===== src/hdl/nfcrp_pkg.sv =====
// ---------------------------------------------------------------------------
// NFC response frame parser package
// Shared event codes, field widths and the item and result structures.
// ---------------------------------------------------------------------------
package nfcrp_pkg;

  localparam int unsigned ByteW  = 8;
  localparam int unsigned KindW  = 3;

  localparam logic [ByteW-1:0] KeepLimitReset = 8'hFF;
  localparam logic [ByteW-1:0] PreZero        = 8'h00;
  localparam logic [ByteW-1:0] PreStart       = 8'hFF;
  localparam logic [ByteW-1:0] HdrBytes       = 8'd2;

  typedef enum logic [KindW-1:0] {
    EV_HEADER  = 3'd0,
    EV_PAYLOAD = 3'd1,
    EV_TRAILER = 3'd2,
    EV_DONE    = 3'd3,
    EV_BAD_PRE = 3'd4,
    EV_BAD_LEN = 3'd5,
    EV_SHORT   = 3'd6
  } event_kind_t;

  typedef struct packed {
    logic [ByteW-1:0] rx_byte;
    logic             frame_start;
  } rx_item_t;

  typedef struct packed {
    event_kind_t      event_kind;
    logic [ByteW-1:0] payload_byte;
    logic [ByteW-1:0] payload_index;
    logic             kept;
    logic [ByteW-1:0] payload_length;
    logic             frame_end;
  } result_t;

  // Handshake between the input stage and the parser.
  typedef struct packed {
    logic valid;
  } stage_ctl_t;

endpackage


===== src/hdl/nfc_response_frame_parser_top.sv =====
// ---------------------------------------------------------------------------
// NFC response frame parser
// Parses a controller response frame byte by byte and reports each payload.
// ---------------------------------------------------------------------------
//  Channel | Ports                                      | Direction
//  --------+--------------------------------------------+----------
//  in      | in_valid, in_stall, in_rx_byte, ...        | receive
//  out     | out_valid, out_stall, out_event_kind, ...  | send
//  cfg     | cfg_wr_en, cfg_wr_data (keep limit)        | receive
//
// Each item gives exactly one result, presented on the output once the item has
// moved from the input register into the result register.
// One item per cycle is sustained while the output does not stall; the phase
// machine step sits between the input register and the result register.
// Reset sets the keep limit to 255 and waits for a frame start.
// A stalled result holds; the input register still takes one more item.
module nfc_response_frame_parser_top (
  input  logic                        clk,
  input  logic                        rst_n,
  input  logic                        cfg_wr_en,
  input  logic [nfcrp_pkg::ByteW-1:0] cfg_wr_data,
  input  logic                        in_valid,
  output logic                        in_stall,
  input  logic [nfcrp_pkg::ByteW-1:0] in_rx_byte,
  input  logic                        in_frame_start,
  output logic                        out_valid,
  input  logic                        out_stall,
  output logic [nfcrp_pkg::KindW-1:0] out_event_kind,
  output logic [nfcrp_pkg::ByteW-1:0] out_payload_byte,
  output logic [nfcrp_pkg::ByteW-1:0] out_payload_index,
  output logic                        out_kept,
  output logic [nfcrp_pkg::ByteW-1:0] out_payload_length,
  output logic                        out_frame_end
);
  import nfcrp_pkg::*;

  logic [ByteW-1:0] keep_limit_r;
  rx_item_t         in_item, item;
  logic             item_valid;
  logic             advance;
  stage_ctl_t       ctl;
  result_t          result;

  always_ff @(posedge clk) begin
    if (!rst_n) begin
      keep_limit_r <= KeepLimitReset;
    end else if (cfg_wr_en) begin
      keep_limit_r <= cfg_wr_data;
    end
  end

  assign in_item.rx_byte     = in_rx_byte;
  assign in_item.frame_start = in_frame_start;

  nfcrp_in_stage u_in_stage (
    .clk        (clk),
    .rst_n      (rst_n),
    .in_valid   (in_valid),
    .in_stall   (in_stall),
    .in_item    (in_item),
    .advance    (advance),
    .item_valid (item_valid),
    .item       (item)
  );

  assign ctl.valid = item_valid;

  nfcrp_parser u_parser (
    .clk        (clk),
    .rst_n      (rst_n),
    .ctl_in     (ctl),
    .advance    (advance),
    .item       (item),
    .keep_limit (keep_limit_r),
    .out_valid  (out_valid),
    .out_stall  (out_stall),
    .result     (result)
  );

  assign out_event_kind     = result.event_kind;
  assign out_payload_byte   = result.payload_byte;
  assign out_payload_index  = result.payload_index;
  assign out_kept           = result.kept;
  assign out_payload_length = result.payload_length;
  assign out_frame_end      = result.frame_end;

`ifndef SYNTHESIS
  // Only a payload event may carry the kept flag.
  a_kept_only_payload: assert property (@(posedge clk) disable iff (!rst_n)
    (out_valid && out_kept) |-> (out_event_kind == EV_PAYLOAD))
    else $error("kept flag on a non-payload result");

  // A done event always closes the frame; a payload event never does.
  a_done_ends_frame: assert property (@(posedge clk) disable iff (!rst_n)
    (out_valid && out_event_kind == EV_DONE) |-> out_frame_end)
    else $error("done result without frame end");

  a_payload_open: assert property (@(posedge clk) disable iff (!rst_n)
    (out_valid && out_event_kind == EV_PAYLOAD) |-> !out_frame_end)
    else $error("payload result marked as frame end");

  // An item waiting in the input register moves on unless the result stalls.
  a_stage_moves: assert property (@(posedge clk) disable iff (!rst_n)
    (in_stall) |-> (out_valid && out_stall))
    else $error("input stalled while the result register was free");
`endif

endmodule


===== src/hdl/nfcrp_in_stage.sv =====
// ---------------------------------------------------------------------------
// NFC response frame parser input stage
// Holds one received item until the parser moves it into the result register.
// ---------------------------------------------------------------------------
module nfcrp_in_stage (
  input  logic               clk,
  input  logic               rst_n,
  input  logic               in_valid,
  output logic               in_stall,
  input  nfcrp_pkg::rx_item_t in_item,
  input  logic               advance,
  output logic               item_valid,
  output nfcrp_pkg::rx_item_t item
);
  import nfcrp_pkg::*;

  logic     valid_r, valid_nxt;
  rx_item_t item_r;
  logic     accept;

  assign in_stall  = valid_r && !advance;
  assign accept    = in_valid && !in_stall;
  assign valid_nxt = accept ? 1'b1 : (advance ? 1'b0 : valid_r);

  always_ff @(posedge clk) begin
    if (!rst_n) begin
      valid_r <= 1'b0;
    end else begin
      valid_r <= valid_nxt;
    end
  end

  always_ff @(posedge clk) begin
    if (accept) begin
      item_r <= in_item;
    end
  end

  assign item_valid = valid_r;
  assign item       = item_r;

endmodule


===== src/hdl/nfcrp_parser.sv =====
// ---------------------------------------------------------------------------
// NFC response frame parser core
// Frame phase machine, length and payload counters, and the result register.
// ---------------------------------------------------------------------------
module nfcrp_parser (
  input  logic                clk,
  input  logic                rst_n,
  input  nfcrp_pkg::stage_ctl_t ctl_in,
  output logic                advance,
  input  nfcrp_pkg::rx_item_t item,
  input  logic [nfcrp_pkg::ByteW-1:0] keep_limit,
  output logic                out_valid,
  input  logic                out_stall,
  output nfcrp_pkg::result_t  result
);
  import nfcrp_pkg::*;

  typedef enum logic [3:0] {
    PH_IDLE = 4'd0,
    PH_PRE1 = 4'd1,
    PH_PRE2 = 4'd2,
    PH_LEN  = 4'd3,
    PH_LCS  = 4'd4,
    PH_TFI  = 4'd5,
    PH_CODE = 4'd6,
    PH_PAY  = 4'd7,
    PH_DCS  = 4'd8,
    PH_POST = 4'd9
  } phase_t;

  phase_t           phase_r, phase_nxt;
  logic [ByteW-1:0] frame_len_r, frame_len_nxt;
  logic [ByteW-1:0] byte_count_r, byte_count_nxt;
  logic             out_valid_r, out_valid_nxt;
  result_t          result_r, result_nxt;
  logic [ByteW-1:0] pay_len;
  logic [ByteW-1:0] count_inc;
  logic [ByteW-1:0] lcs_sum;

  assign advance   = ctl_in.valid && (!out_valid_r || !out_stall);
  assign pay_len   = frame_len_r - HdrBytes;
  assign count_inc = byte_count_r + 8'd1;
  assign lcs_sum   = frame_len_r + item.rx_byte;

  always_comb begin
    phase_nxt      = phase_r;
    frame_len_nxt  = frame_len_r;
    byte_count_nxt = byte_count_r;
    result_nxt     = '0;
    result_nxt.event_kind = EV_HEADER;

    if (item.frame_start) begin
      // A start flag drops any open frame and parses this byte as preamble.
      if (item.rx_byte != PreZero) begin
        phase_nxt = PH_IDLE;
        result_nxt.event_kind = EV_BAD_PRE;
        result_nxt.frame_end  = 1'b1;
      end else begin
        phase_nxt = PH_PRE1;
      end
    end else begin
      case (phase_r)
        PH_PRE1: begin
          if (item.rx_byte != PreZero) begin
            phase_nxt = PH_IDLE;
            result_nxt.event_kind = EV_BAD_PRE;
            result_nxt.frame_end  = 1'b1;
          end else begin
            phase_nxt = PH_PRE2;
          end
        end
        PH_PRE2: begin
          if (item.rx_byte != PreStart) begin
            phase_nxt = PH_IDLE;
            result_nxt.event_kind = EV_BAD_PRE;
            result_nxt.frame_end  = 1'b1;
          end else begin
            phase_nxt = PH_LEN;
          end
        end
        PH_LEN: begin
          frame_len_nxt = item.rx_byte;
          phase_nxt     = PH_LCS;
        end
        PH_LCS: begin
          if (lcs_sum != 8'd0) begin
            phase_nxt = PH_IDLE;
            result_nxt.event_kind = EV_BAD_LEN;
            result_nxt.frame_end  = 1'b1;
          end else if (frame_len_r < HdrBytes) begin
            phase_nxt = PH_IDLE;
            result_nxt.event_kind = EV_SHORT;
            result_nxt.frame_end  = 1'b1;
          end else begin
            phase_nxt = PH_TFI;
          end
        end
        PH_TFI: begin
          phase_nxt = PH_CODE;
        end
        PH_CODE: begin
          byte_count_nxt = '0;
          phase_nxt = (frame_len_r == HdrBytes) ? PH_DCS : PH_PAY;
        end
        PH_PAY: begin
          result_nxt.event_kind    = EV_PAYLOAD;
          result_nxt.payload_byte  = item.rx_byte;
          result_nxt.payload_index = byte_count_r;
          result_nxt.kept          = byte_count_r < keep_limit;
          byte_count_nxt           = count_inc;
          if (count_inc >= pay_len) begin
            phase_nxt = PH_DCS;
          end
        end
        PH_DCS: begin
          phase_nxt = PH_POST;
          result_nxt.event_kind = EV_TRAILER;
        end
        PH_POST: begin
          phase_nxt = PH_IDLE;
          result_nxt.event_kind     = EV_DONE;
          result_nxt.payload_length = pay_len;
          result_nxt.frame_end      = 1'b1;
        end
        default: begin
          // A stray byte with no frame open.
          phase_nxt = PH_IDLE;
          result_nxt.event_kind = EV_SHORT;
        end
      endcase
    end
  end

  assign out_valid_nxt = advance ? 1'b1 : (out_stall ? out_valid_r : 1'b0);

  always_ff @(posedge clk) begin
    if (!rst_n) begin
      phase_r      <= PH_IDLE;
      frame_len_r  <= '0;
      byte_count_r <= '0;
      out_valid_r  <= 1'b0;
    end else begin
      out_valid_r <= out_valid_nxt;
      if (advance) begin
        phase_r      <= phase_nxt;
        frame_len_r  <= frame_len_nxt;
        byte_count_r <= byte_count_nxt;
      end
    end
  end

  always_ff @(posedge clk) begin
    if (advance) begin
      result_r <= result_nxt;
    end
  end

  assign out_valid = out_valid_r;
  assign result    = result_r;

endmodule


===== config.mk =====
export PLATFORM = sky130hd
export DESIGN_NAME = nfc_response_frame_parser_top
export DESIGN_NICKNAME = d
export VERILOG_FILES = /design/src/hdl/nfcrp_pkg.sv /design/src/hdl/nfc_response_frame_parser_top.sv /design/src/hdl/nfcrp_in_stage.sv /design/src/hdl/nfcrp_parser.sv
export SDC_FILE = /design/constraint.sdc
export NUM_CORES = 1
export LEC_CHECK = 0
export BUFFER_PORTS_ARGS = -buffer_cell sky130_fd_sc_hd__buf_2
export CAP_MARGIN = 0
export CELL_PAD_IN_SITES_DETAIL_PLACEMENT = 1
export CELL_PAD_IN_SITES_GLOBAL_PLACEMENT = 2
export CORE_MARGIN = 1.5
export CORE_UTILIZATION = 25
export CTS_CLUSTER_DIAMETER = 50
export DETAILED_ROUTE_END_ITERATION = 16
export PLACE_DENSITY_LB_ADDON = 0.1
export SETUP_SLACK_MARGIN = 0.02
export SYNTH_ARGS = -nofsm -noshare
export SYNTH_HDL_FRONTEND = slang
export SYNTH_SLANG_ARGS = --single-unit

===== constraint.sdc =====
create_clock -name clk -period 5.45 [get_ports clk]
set_input_delay 0.2725 -clock clk [delete_from_list [all_inputs] [get_ports clk]]
set_output_delay 0.2725 -clock clk [all_outputs]
set_load 0.05 [all_outputs]

[After elaboration in Yosys (flattened, before gate mapping)]
Index checks and enable logic that the tools add are counted.
Word-level totals
  logic and storage cells: 80
  input bits: 22
  flip-flop bits (word level): 68
Cells by class
  $lt $le $gt $ge: 3
  add/subtract/negate cells: 3
  bitwise logic cells: 3
  muxes and demuxes: 26
  reductions and logical operators: 18
  eq/ne operators: 13
Operators by type and width (count)
  $pmux 4 s8: 1
  $pmux 3 s7: 1
  $mux 3: 6
  $eq 4x3->1 const B: 4
  $mux 4: 4
  $pmux 8 s2: 1
  $reduce_bool 8->1: 2
  $mux 1: 10
  $add 8x1->8 const B: 1
  $add 8x8->8: 1
  $eq 4x2->1 const B: 2
  $eq 4x4->1 const B: 2
  $eq 8x2->1 const B: 1
  $ge 8x8->1: 1
  $lt 8x2->1 const B: 1
  $lt 8x8->1: 1
  $ne 8x8->1 const B: 1
  $sub 8x2->8 const B: 1
  $reduce_and 3->1: 2
  $eq 4x1->1 const B: 1
  $logic_not 1->1: 4
  $mux 2: 2
  $pmux 1 s4: 1
  $reduce_bool 2->1: 2
  8 further kinds: 13

[Depth between registers and ports, before layout]
Gate-level depths: netlist of run 1.
  depth after elaboration: 8
  mapped depth: 13

[By module]
From an unflattened synthesis of run 1, not the netlist that was laid out.
Second synthesis, totals
  cell total of the unflattened synthesis: 359
  area total of the unflattened synthesis: 3707.3 um^2
Modules (own cells, without submodules)
  nfcrp_parser: cells an instance 320, times used 1, sequential area each 1291.2 um^2, area an instance 3104.2 um^2
  nfcrp_in_stage: cells an instance 13, times used 1, sequential area each 290.3 um^2, area an instance 317.8 um^2
  nfc_response_frame_parser_top: cells an instance 26, times used 1, sequential area each 160.2 um^2, area an instance 285.3 um^2

[Worst setup path before layout of run 1]
No wires, ideal clock.
  kind: reg-to-reg
  start: register u_parser.frame_len_r[3]
  end: register u_parser.phase_r[2]
  arrival: 2.331 ns
  cell stages (with the launch flop): 10
  library setup time: 0.133 ns
  slack: 2.986 ns
  period minus slack after synthesis: 2.464 ns
  cells stage by stage: dfxtp_1 > or4_1 > nor2_1 > xnor2_1 > ha_1 > nand4_1 > o31a_2 > or2b_4 > a32oi_1 > a211oi_2
Between the ends
  longest elaborated chain between the ends: 5
  elaborated cells between the ends (all ways): 13
  those cells by class: add/sub (2); order compare (2); eq/ne (2); mux (5); reduce/logical (2)
RTL lines
  start: declaration: RTL line nfcrp_parser.sv:32  | logic [ByteW-1:0] frame_len_r, frame_len_nxt;
  start signal: assignment: RTL line nfcrp_parser.sv:146  | frame_len_r <= frame_len_nxt;
  parallel branches: the longest is 5 deep, another holds $sub 8x2->8
  end signal: assignment: RTL line nfcrp_parser.sv:145  | phase_r <= phase_nxt;
  end: declaration: RTL line nfcrp_parser.sv:31  | phase_t phase_r, phase_nxt;
Several ways; the timed one is not identified.
A chain may end at the register's enable or synchronous reset.

[Worst setup path in the final report of run 1]
  start: register u_parser.frame_len_r[1]
  end: register u_parser.phase_r[0]
Between the ends
  elaborated cells between the ends (all ways): 13
  those cells by class: add/sub (2); order compare (2); eq/ne (2); mux (5); reduce/logical (2)
RTL lines
  $sub 8x2->8: RTL line nfcrp_parser.sv:41  | assign pay_len = frame_len_r - HdrBytes;
  net u_parser.pay_len[1]: RTL line nfcrp_parser.sv:36  | logic [ByteW-1:0] pay_len;
  $ge 8x8->1: RTL line nfcrp_parser.sv:111  | if (count_inc >= pay_len) begin
  $ne 3x2->1 (no source line)
  $reduce_and 2->1 (no source line)
The timed path passes the listed nets, and every way through them passes these cells.

==> impl_metrics.tcl, run 1 <==
set metrics [dict create \
    yosys.area_share.simple_pct 19.52 \
    final.period_utilization_pct 53.39 \
    yosysMostFrequentCell "nor2_1" \
    grt_overflow_total 0 \
    skew_ns 0.008260 \
    drtIter0Drc 135 \
    multi_input_area_um2 1744 \
    cts_tree "done" \
    async_flop_share_pct 0 \
    whs_ns 0.1026 \
    path_delay_family "compound AO/OA/AOI/OAI gates" \
    ys.flop_type "edfxtp_1" \
    dp_hpwl_mm 7.309 \
    power_density_nw_per_um2 300.4 \
    synth_nets 409 \
    yosysTopAreaCell "edfxtp_1" \
    wl_mm 9.881 \
    synth_edf_count 38 \
    synth_top_area_share_pct 31.68 \
    antenna_left 0 \
    worst-path-stages 13 \
    area_growth_pct 21.50 \
    wl_per_cell_um 16.50 \
    crit_buf_inv 1 \
    layout_min_cycle_time_ns 2.910 \
    synth.yosys.seq_area_share_pct 48.35 \
    synthCells 362 \
    antenna_found_initial 0 \
    gp_congestion 0.7624 \
    fp.dieH_um 123.0 \
    synth_common_cells "nor2_1 (47), edfxtp_1 (38), nand2_1 (36), dfxtp_1 (30), ha_1 (24)" \
    root_buffer "clkbuf_16" \
    setup_viol 0 \
    synth_area_um2 3602 \
    required_ns 5.67 \
    numClockSinks 68 \
    total_power_uw 1315 \
    cp_max_fo 9 \
    synthAdderAreaFrac_pct 8.892 \
    synth_top_family_by_area "simple AND/OR/NAND/NOR gates" \
    portBuffers 52 \
    clkLatencyLatePin_ns 0.34 \
    ff2ff_path_depth 13 \
    cp-end-kind "register" \
    grt_pass1_vias 2856 \
    io_pins 53 \
    hold-path-cell-count 1 \
    path_class "reg2reg" \
    yosys-mux-area-fraction_pct 2.779 \
    hold_buffers 0 \
    dr.pass1.iters 4 \
    num-nets-final 461 \
    tightest_slew_ns 0.9036 \
    post_cts_resized 0 \
    synth_area_per_cell_um2 9.951 \
    core_um2 13990 \
    maxCapViolCount 0 \
    cts_setup_buffers 0 \
    setup.worst_path.start_class "register" \
    fmax_ghz 0.3437 \
    rows 43 \
    antenna_cells 0 \
    start_util_pct 25.75 \
    vdd_drop_max_v 0.0001478 \
    grt_setup_unrepaired "no" \
    yosys_warnings 0 \
    final.setup.tns_ns 0 \
    clockBufferDepth 2 \
    slowest_delay_ns 0.57 \
    relSlewSlack_pct 39.64 \
    vias 2810 \
    min_path_type "in2reg" \
    clk_pin_slew_worst_paths_ns 0.06 \
    hold_viol_final 0 \
    grt_max_degree 21 \
    cpMaxStageDelayCell "dfxtp_1" \
    maxSlewViolCount 0 \
    synth_compound_area_share_pct 13.34 \
    route.detailed.drc 0 \
    fillers 1619 \
    seq_area_um2 1742 \
    critical_path_arrival_ns 3.13 \
    leakagePower_uw 0.001875 \
    dieArea_um2 15140 \
    htreeDepth 3 \
    synth_area_leaders "edfxtp_1 (32%), dfxtp_1 (17%), ha_1 (8.3%)" \
    run_status "completed" \
    gr-usage-all-layers_pct 14.22 \
    cts_buffers 9 \
    synth_cell_types 49 \
    synthXorXnorAreaFrac_pct 3.890 \
    crit_chain "inv_1, ha_1, nand2_1, xor2_1, ha_1, a21o_1, a21o_1, a211oi_2, o31a_2, or2b_4, nor3_1, a31oi_1, o31ai_1" \
    via_per_inst 4.691 \
    drive_above_1_share_pct 18.14 \
    die_w_um 123.0 \
    grt_pass1_wl_mm 15.66 \
    synth_seq_cells 68 \
]
## state kept, by name, indices dropped and copies added (netlist names)
signal                 count
u_parser.out_valid         1
u_parser.frame_len_r       8
u_in_stage.item_valid      1
u_parser.result           29
u_in_stage.item            9
u_parser.byte_count_r      8
keep_limit_r               8
u_parser.phase_r           4
## worst register-to-register path: cells and delay by family, from the launching register on
kind | cells | cell delay [ns]
flip-flops | 1 | 0.57
AO/OA/AOI/OAI | 6 | 0.97
AND/OR/NAND/NOR | 3 | 0.30
XOR/XNOR | 1 | 0.30
adder cells (fa/ha/maj) | 2 | 0.57
buffers and inverters | 1 | 0.09
## kinds of logic after synthesis
family	after synthesis
adders and majority gates	25
and+or+nand+nor	145
DFF	68
buffers and inverters	30
AOI/OAI and AO/OA	68
muxes	10
xor gates and xnor gates	16
## layer usage
metal	share of wire (%)	vias to the layer above	track usage, %
li1	-	1397	-
met1	50	1346	19.26
met2	44	53	21.08
met3	4.3	14	4.474
met4	1.9	0	5.532
met5	0	-	0
## stage by stage
stage | util (%) | setup WS [ns] | instance area [um2] | instances
floorplan | - | 2.986 | 3602 | 362
global route | 31.29 | 2.313 | 4377 | 599
CTS | 31.29 | 2.469 | 4377 | 599
global placement | 28.95 | 2.541 | 4050 | 583
finish | 31.29 | 2.540 | 4377 | 599
detailed placement | 28.95 | 2.491 | 4050 | 583
## power breakdown
group	leakage (uW)	internal, uW	switching (uW)
sequential	0.000586	561	13.2
clock	0.000163	422	221
combinational	0.00113	25.1	72.1
total	0.00187	1010	306
## cells in the final DEF (no fill, tap or decap), types with 5 or more instances in the layout
master and instances:
edfxtp_1 38, o21ai_0 7, clkbuf_16 9, xor2_1 8
o211ai_1 11, nor2_1 47, nand2_1 36, buf_2 52
nand3_1 7, a21o_1 10, nor3_1 12, xnor2_1 8
inv_1 17, and2_1 19, nor2b_1 5, dfxtp_1 30
ha_1 24, mux2i_1 10, a21oi_1 15
## path summary, 6_finish.rpt
check,startpoint,endpoint,slack [ns]
min reg2reg,keep_limit_r[0]$_SDFFE_PN1P_,keep_limit_r[0]$_SDFFE_PN1P_,0.49
min,in_rx_byte[6],u_in_stage.item[7]$_DFFE_PP_,0.10
max,u_parser.frame_len_r[1]$_SDFFE_PN0P_,u_parser.phase_r[0]$_SDFFE_PN0P_,2.54
max reg2reg,u_parser.frame_len_r[1]$_SDFFE_PN0P_,u_parser.phase_r[0]$_SDFFE_PN0P_,2.54
## area by class of cell
class | count | share of cell area, %
Timing Repair Buffer | 54 | 6.289
Inverter | 17 | 1.458
Sequential cell | 68 | 39.79
Clock inverter | 5 | 1.687
Clock buffer | 11 | 5.775
Multi-Input combinational cell | 264 | 39.85
Tap cell | 180 | 5.146
Power figures use the tool's default switching activity.
==> run 2, diff against run 1 <==
==> constraint.sdc (replaced) <==
create_clock -name clk -period 2.7 [get_ports clk]
set_input_delay 0.135 -clock clk [delete_from_list [all_inputs] [get_ports clk]]
set_output_delay 0.135 -clock clk [all_outputs]
set_load 0.05 [all_outputs]
==> run 2 against run 1 <==
Net effect: cell count is 7.0% higher; combinational power is 130% higher; setup slack worse by 2.4 ns; hold slack worse by 0.087 ns; clock skew is 0.0027 ns lower; non-clock buffer count is 42 higher.
==> impl_metrics.tcl, run 2 (synthesized netlist as in run 1, its figures left out) <==
set metrics [dict create \
    run_status "completed" \
    antenna_cells 0 \
    cts_tree "done" \
    clockBufferDepth 2 \
    switching_share_pct 24.74 \
    layout_min_cycle_time_ns 2.592 \
    htreeDepth 3 \
    grt_setup_unrepaired "yes" \
    power_switching_uw 605.3 \
    path_class "reg2reg" \
    final_common_cell "buf_2" \
    placed_cell_area_um2 4260 \
    crit_chain "or4_4, nor2_4, xnor2_2, ha_1, nand4_1, o31a_2, or2b_4, a32oi_1, a211oi_2" \
    ff2ff_path_depth 9 \
    maxCapViolCount 0 \
    seq_area_um2 1747 \
    core_um2 13990 \
    largest_reg_flops 29 \
    fin_util_pct 33.93 \
    dieArea_um2 15140 \
    critical_path_arrival_ns 2.79 \
    cts_buffers 9 \
    gr-usage-all-layers_pct 14.55 \
    cp-end-kind "register" \
    gp_congestion 0.7684 \
    setup_viol 0 \
    r2r_end "u_parser.phase_r[2]$_SDFFE_PN0P_" \
    leakagePower_uw 0.002058 \
    min_path_type "in2reg" \
    skew_ns 0.005546 \
    min_from "cfg_wr_data[3]" \
    drive_above_1_share_pct 26.68 \
    grt_overflow_total 0 \
    final.period_utilization_pct 96.02 \
    wl_per_cell_um 15.80 \
    clk_pin_slew_worst_paths_ns 0.06 \
    fmax_ghz 0.3857 \
    start_util_pct 25.75 \
    p_seq_share_pct 47.0 \
    num-nets-final 503 \
    tightest_slew_ns 0.8835 \
    route.detailed.drc 0 \
    maxSlewViolCount 0 \
    final.setup.tns_ns 0 \
    required_ns 2.89 \
    wl_mm 10.13 \
    portBuffers 52 \
    grt_pass1_wl_mm 16.24 \
    relSlewSlack_pct 40.98 \
    r2r_slack_ns 0.11 \
    vdd_drop_max_v 0.0002564 \
    io_pins 53 \
    rows 43 \
    numClockSinks 68 \
    grt_pass1_vias 3028 \
    antenna_found_initial 0 \
    fp.dieH_um 123.0 \
    dp_cells 611 \
    dp_hpwl_mm 7.583 \
    cpMaxStageDelayCell "or4_4" \
    via_per_inst 4.657 \
    clkPwrFrac_pct 43.8 \
    slowest_delay_ns 0.56 \
    antenna_left 0 \
    final_cells 641 \
    stdcell_area_um2 4746 \
    crit_start "u_parser.frame_len_r[3]$_SDFFE_PN0P_" \
    clkLatencyLatePin_ns 0.34 \
    hold_viol_final 0 \
    die_w_um 123.0 \
    comb_power_share_pct 9.2 \
    whs_ns 0.01571 \
    layout_common_cells "buf_2 (52), nor2_1 (43), edfxtp_1 (38)" \
    crit-reg2reg-launch "u_parser.frame_len_r[3]$_SDFFE_PN0P_" \
    area_growth_pct 31.75 \
    power_density_nw_per_um2 515.6 \
    multi_input_area_um2 1828 \
    critical_path.endpoint "u_parser.phase_r[2]$_SDFFE_PN0P_" \
    fillers 1641 \
    grt_max_degree 25 \
    root_buffer "clkbuf_16" \
    cp_max_fo 7 \
    drtIter0Drc 120 \
    internal-power_uw 1841 \
    setup.worst_path.start_class "register" \
    vias 2985 \
    dr.pass1.iters 4 \
]
==> run 2: cell types whose count changed in the layout (fill, tap and decap cells not counted), moves of 3 or more <==
cell           change
buf_4             +31
nor3_1             -3
dlygate4sd3_1     +11
clkbuf_1           +3
nor2_1             -4
nor2_2             +3
nor3_2             +3
==> run 2: through the flow <==
stage,total power (uW),setup slack [ns]
finish,2447,0.1076
global route,2549,-0.004934
CTS,2499,0.02097
detailed placement,1386,-0.004403
global placement,1385,0.07434
floorplan,1314,0.2362
==> run 2: worst min-delay path by stage <==
stage	to	cells after the start
2_1_floorplan	u_in_stage.item[0]$_DFFE_PP_	0
3_3_place_gp	u_in_stage.item[5]$_DFFE_PP_	1
3_5_place_dp	u_in_stage.item[8]$_DFFE_PP_	1
4_1_cts	keep_limit_r[3]$_SDFFE_PN1P_	3
5_1_grt	keep_limit_r[1]$_SDFFE_PN1P_	3
6_report	keep_limit_r[3]$_SDFFE_PN1P_	3
==> run 2: cell type report <==
cell class,count,share of cell area (%)
Clock buffer,13,5.273
Clock inverter,3,0.2900
Inverter,17,1.345
Multi-Input combinational cell,264,38.52
Sequential cell,68,36.80
Tap cell,180,4.746
Timing Repair Buffer,96,13.02
==> run 2: timing repair <==
action,4_1_cts,5_1_grt
cloned,0,0
buffers inserted,0,3
endpoints found under the setup margin,2,8
pin swaps,0,3
hold buffers,11,0
endpoints found under the hold margin,11,0
resized for setup,1,20
==> run 2: routing by layer <==
metal / GRT usage [%] / up-vias / share of wire (%)
met5: 0 / - / 0
li1: - / 1484 / -
met1: 20.27 / 1433 / 51
met3: 2.906 / 12 / 3.4
met2: 21.25 / 56 / 43
met4: 7.471 / 0 / 2.2
==> run 2: critical path: cells and delay by family (launching register included) <==
kind	cells	cell delay, ns
AOI/OAI and AO/OA	3	0.66
adders and majority gates	1	0.32
and+or+nand+nor	4	1.05
xor gates and xnor gates	1	0.09
DFF	1	0.32
==> run 2: power groups by stage <==
stage | registers [uW] | logic [uW] | clock network, uW
after floorplan | 1250 | 66.7 | 0
after global placement | 1170 | 212 | 0
after detailed placement | 1170 | 213 | 0
after CTS | 1150 | 226 | 1120
after global routing | 1160 | 244 | 1150
final | 1150 | 224 | 1070
==> run 3, diff against run 2 <==
--- a/config.mk
+++ b/config.mk
@@ -17,4 +17,5 @@
 export SETUP_SLACK_MARGIN = 0.02
 export SYNTH_ARGS = -nofsm -noshare
 export SYNTH_HDL_FRONTEND = slang
+export SYNTH_HIERARCHICAL = 1
 export SYNTH_SLANG_ARGS = --single-unit
==> run 3 against run 2 <==
Net effect: clock-buffer cell count shrank 2; sequential power is essentially flat; utilization shrank 0.29 points; non-clock buffer count shrank 3; die area grew 2.8%; clock power grew 9%; area after synthesis grew 2.9%.
==> impl_metrics.tcl, run 3 <==
set metrics [dict create \
    skew_ns 0.004033 \
    grt_overflow_total 0 \
    antenna_cells 0 \
    fillers 1619 \
    wl_per_cell_um 17.29 \
    grt_pass1_wl_mm 17.82 \
    total_power_uw 2602 \
    ff2ff_path_depth 11 \
    largest_reg_flops 29 \
    root_buffer "clkbuf_16" \
    synthXorXnorAreaFrac_pct 3.307 \
    synth_nets 406 \
    crit_buf_inv 1 \
    route.detailed.drc 0 \
    drive_above_1_share_pct 28.01 \
    maxCapViolCount 0 \
    whs_ns 0.01128 \
    synthAdderAreaFrac_pct 8.640 \
    synth_area_leaders "edfxtp_1 (31%), dfxtp_1 (16%), ha_1 (8.1%)" \
    required_ns 2.89 \
    cts_buffers 9 \
    ys.flop_type "edfxtp_1" \
    synth.yosys.seq_area_share_pct 46.98 \
    hold_viol_final 0 \
    path_class "reg2reg" \
    area_growth_pct 31.35 \
    fp.dieH_um 124.8 \
    leakagePower_uw 0.002144 \
    htreeDepth 3 \
    power_density_nw_per_um2 534.4 \
    tightest_slew_ns 0.8718 \
    grt_max_degree 22 \
    clk_pin_slew_worst_paths_ns 0.06 \
    gp_congestion 0.7574 \
    via_per_inst 4.643 \
    cp-end-kind "register" \
    fmax_ghz 0.3937 \
    synth_top_area_share_pct 30.78 \
    synth_cell_types 57 \
    grt_pass1_vias 3252 \
    crit_chain "buf_4, nor2_1, nand2_1, nor3_2, xnor2_1, ha_1, nand4_1, a211o_1, a21bo_4, nor4_4, a211oi_1" \
    maxSlewViolCount 0 \
    hold-path-cell-count 3 \
    vias 2976 \
    die_w_um 124.8 \
    crit_start "u_parser/frame_len_r[3]$_SDFFE_PN0P_" \
    synth_area_um2 3707 \
    final_common_cell "buf_2" \
    numClockSinks 68 \
    num-nets-final 499 \
    synth_top_family_by_area "simple AND/OR/NAND/NOR gates" \
    start_util_pct 25.60 \
    vdd_drop_max_v 0.0002741 \
    dr.pass1.iters 4 \
    min_from "cfg_wr_data[5]" \
    portBuffers 52 \
    synth_area_per_cell_um2 10.33 \
    crit-reg2reg-launch "u_parser/frame_len_r[3]$_SDFFE_PN0P_" \
    cpMaxStageDelayCell "dfxtp_1" \
    synthCells 359 \
    clockBufferDepth 2 \
    worst-path-stages 11 \
    min_path_type "in2reg" \
    io_pins 53 \
    setup.worst_path.start_class "register" \
    drtIter0Drc 167 \
    slowest_delay_ns 0.36 \
    dp_hpwl_mm 8.286 \
    yosys_warnings 6 \
    multi_input_area_um2 1954 \
    yosysTopAreaCell "edfxtp_1" \
    rows 44 \
    relSlewSlack_pct 40.38 \
    seq_area_um2 1748 \
    setup_viol 0 \
    synth_seq_cells 68 \
    dieArea_um2 15570 \
    final.period_utilization_pct 94.07 \
    yosys.area_share.simple_pct 19.95 \
    antenna_left 0 \
    async_flop_share_pct 0 \
    clkLatencyLatePin_ns 0.34 \
    cts_tree "done" \
    wl_mm 11.08 \
    gr-usage-all-layers_pct 14.87 \
    core_um2 14480 \
    path_delay_family "simple AND/OR/NAND/NOR gates" \
    layout_min_cycle_time_ns 2.540 \
    run_status "completed" \
    synth_common_cells "edfxtp_1 (38), nor2_1 (38), dfxtp_1 (30), nand2_1 (25), ha_1 (24)" \
    yosys-mux-area-fraction_pct 4.860 \
    antenna_found_initial 0 \
    synth_compound_area_share_pct 13.30 \
    r2r_slack_ns 0.16 \
    cp_max_fo 6 \
    critical_path_arrival_ns 2.73 \
    synth_edf_count 38 \
    layout_common_cells "buf_2 (52), edfxtp_1 (38), nor2_1 (37)" \
]
## run 3: timing repair
action,in CTS,in global routing
hold buffers,8,1
setup endpoints to repair,3,7
gates resized for setup,5,16
hold endpoints to repair,8,1
setup buffers,1,1
pin swaps,3,8
## run 3: cells by family (layout without fill, tap and decap cells)
logic type                 after synthesis  in the layout
and+or+nand+nor                        138            138
xor gates and xnor gates                14             14
adders and majority gates               25             25
buffers and inverters                   27            125
DFF                                     68             68
muxes                                   18             18
AOI/OAI and AO/OA                       69             69
## run 3: cell type report
cell class	instances	share of cell area [%]
clock inverter	5	1.105
sequential	68	35.89
tap	184	4.728
timing repair buffer	93	12.13
clock buffer	11	4.779
inverter	16	1.233
multi-input combinational	264	40.13
## run 3: tightest hold or removal path: cells and delay by family
kind | cells | cell delay, ns
muxes | 1 | 0.05
buffers and inverters | 1 | 0.07
and+or+nand+nor | 1 | 0.06
## run 3: final timing paths
path                                                    endpoint
worst max-delay path            u_parser/phase_r[0]$_SDFFE_PN0P_
worst min-delay path                keep_limit_r[5]$_SDFFE_PN1P_
worst max register to register  u_parser/phase_r[0]$_SDFFE_PN0P_
worst min register to register      keep_limit_r[2]$_SDFFE_PN1P_
## run 3: routing by layer
layer / vias up / part of all wire, % / GRT usage (%) / wire, um
met5: - / 0 / 0 / 0
met1: 1436 / 47 / 18.96 / 5226
met2: 41 / 48 / 24.40 / 5311
met3: 10 / 3.4 / 4.510 / 381
met4: 0 / 1.5 / 3.989 / 161
li1: 1489 / - / - / -
## run 3: where the power goes
part	internal [uW]	switching (uW)	leakage [uW]
clock network	712	458	0.000143
logic	89.1	183	0.00139
registers	1140	24.5	0.000607
total	1940	665	0.00214
## run 3: stage by stage
step	TNS, ns	area, um2	util (%)	setup WS, ns	cells
floorplan	0	3719	-	0.1515	359
global placement	0	4384	30.28	0.02618	614
detailed placement	-0.06030	4384	30.28	-0.03911	614
CTS	0	4785	33.05	0.04094	639
global route	-0.03341	4870	33.63	-0.02558	641
finish	0	4870	33.63	0.1600	641
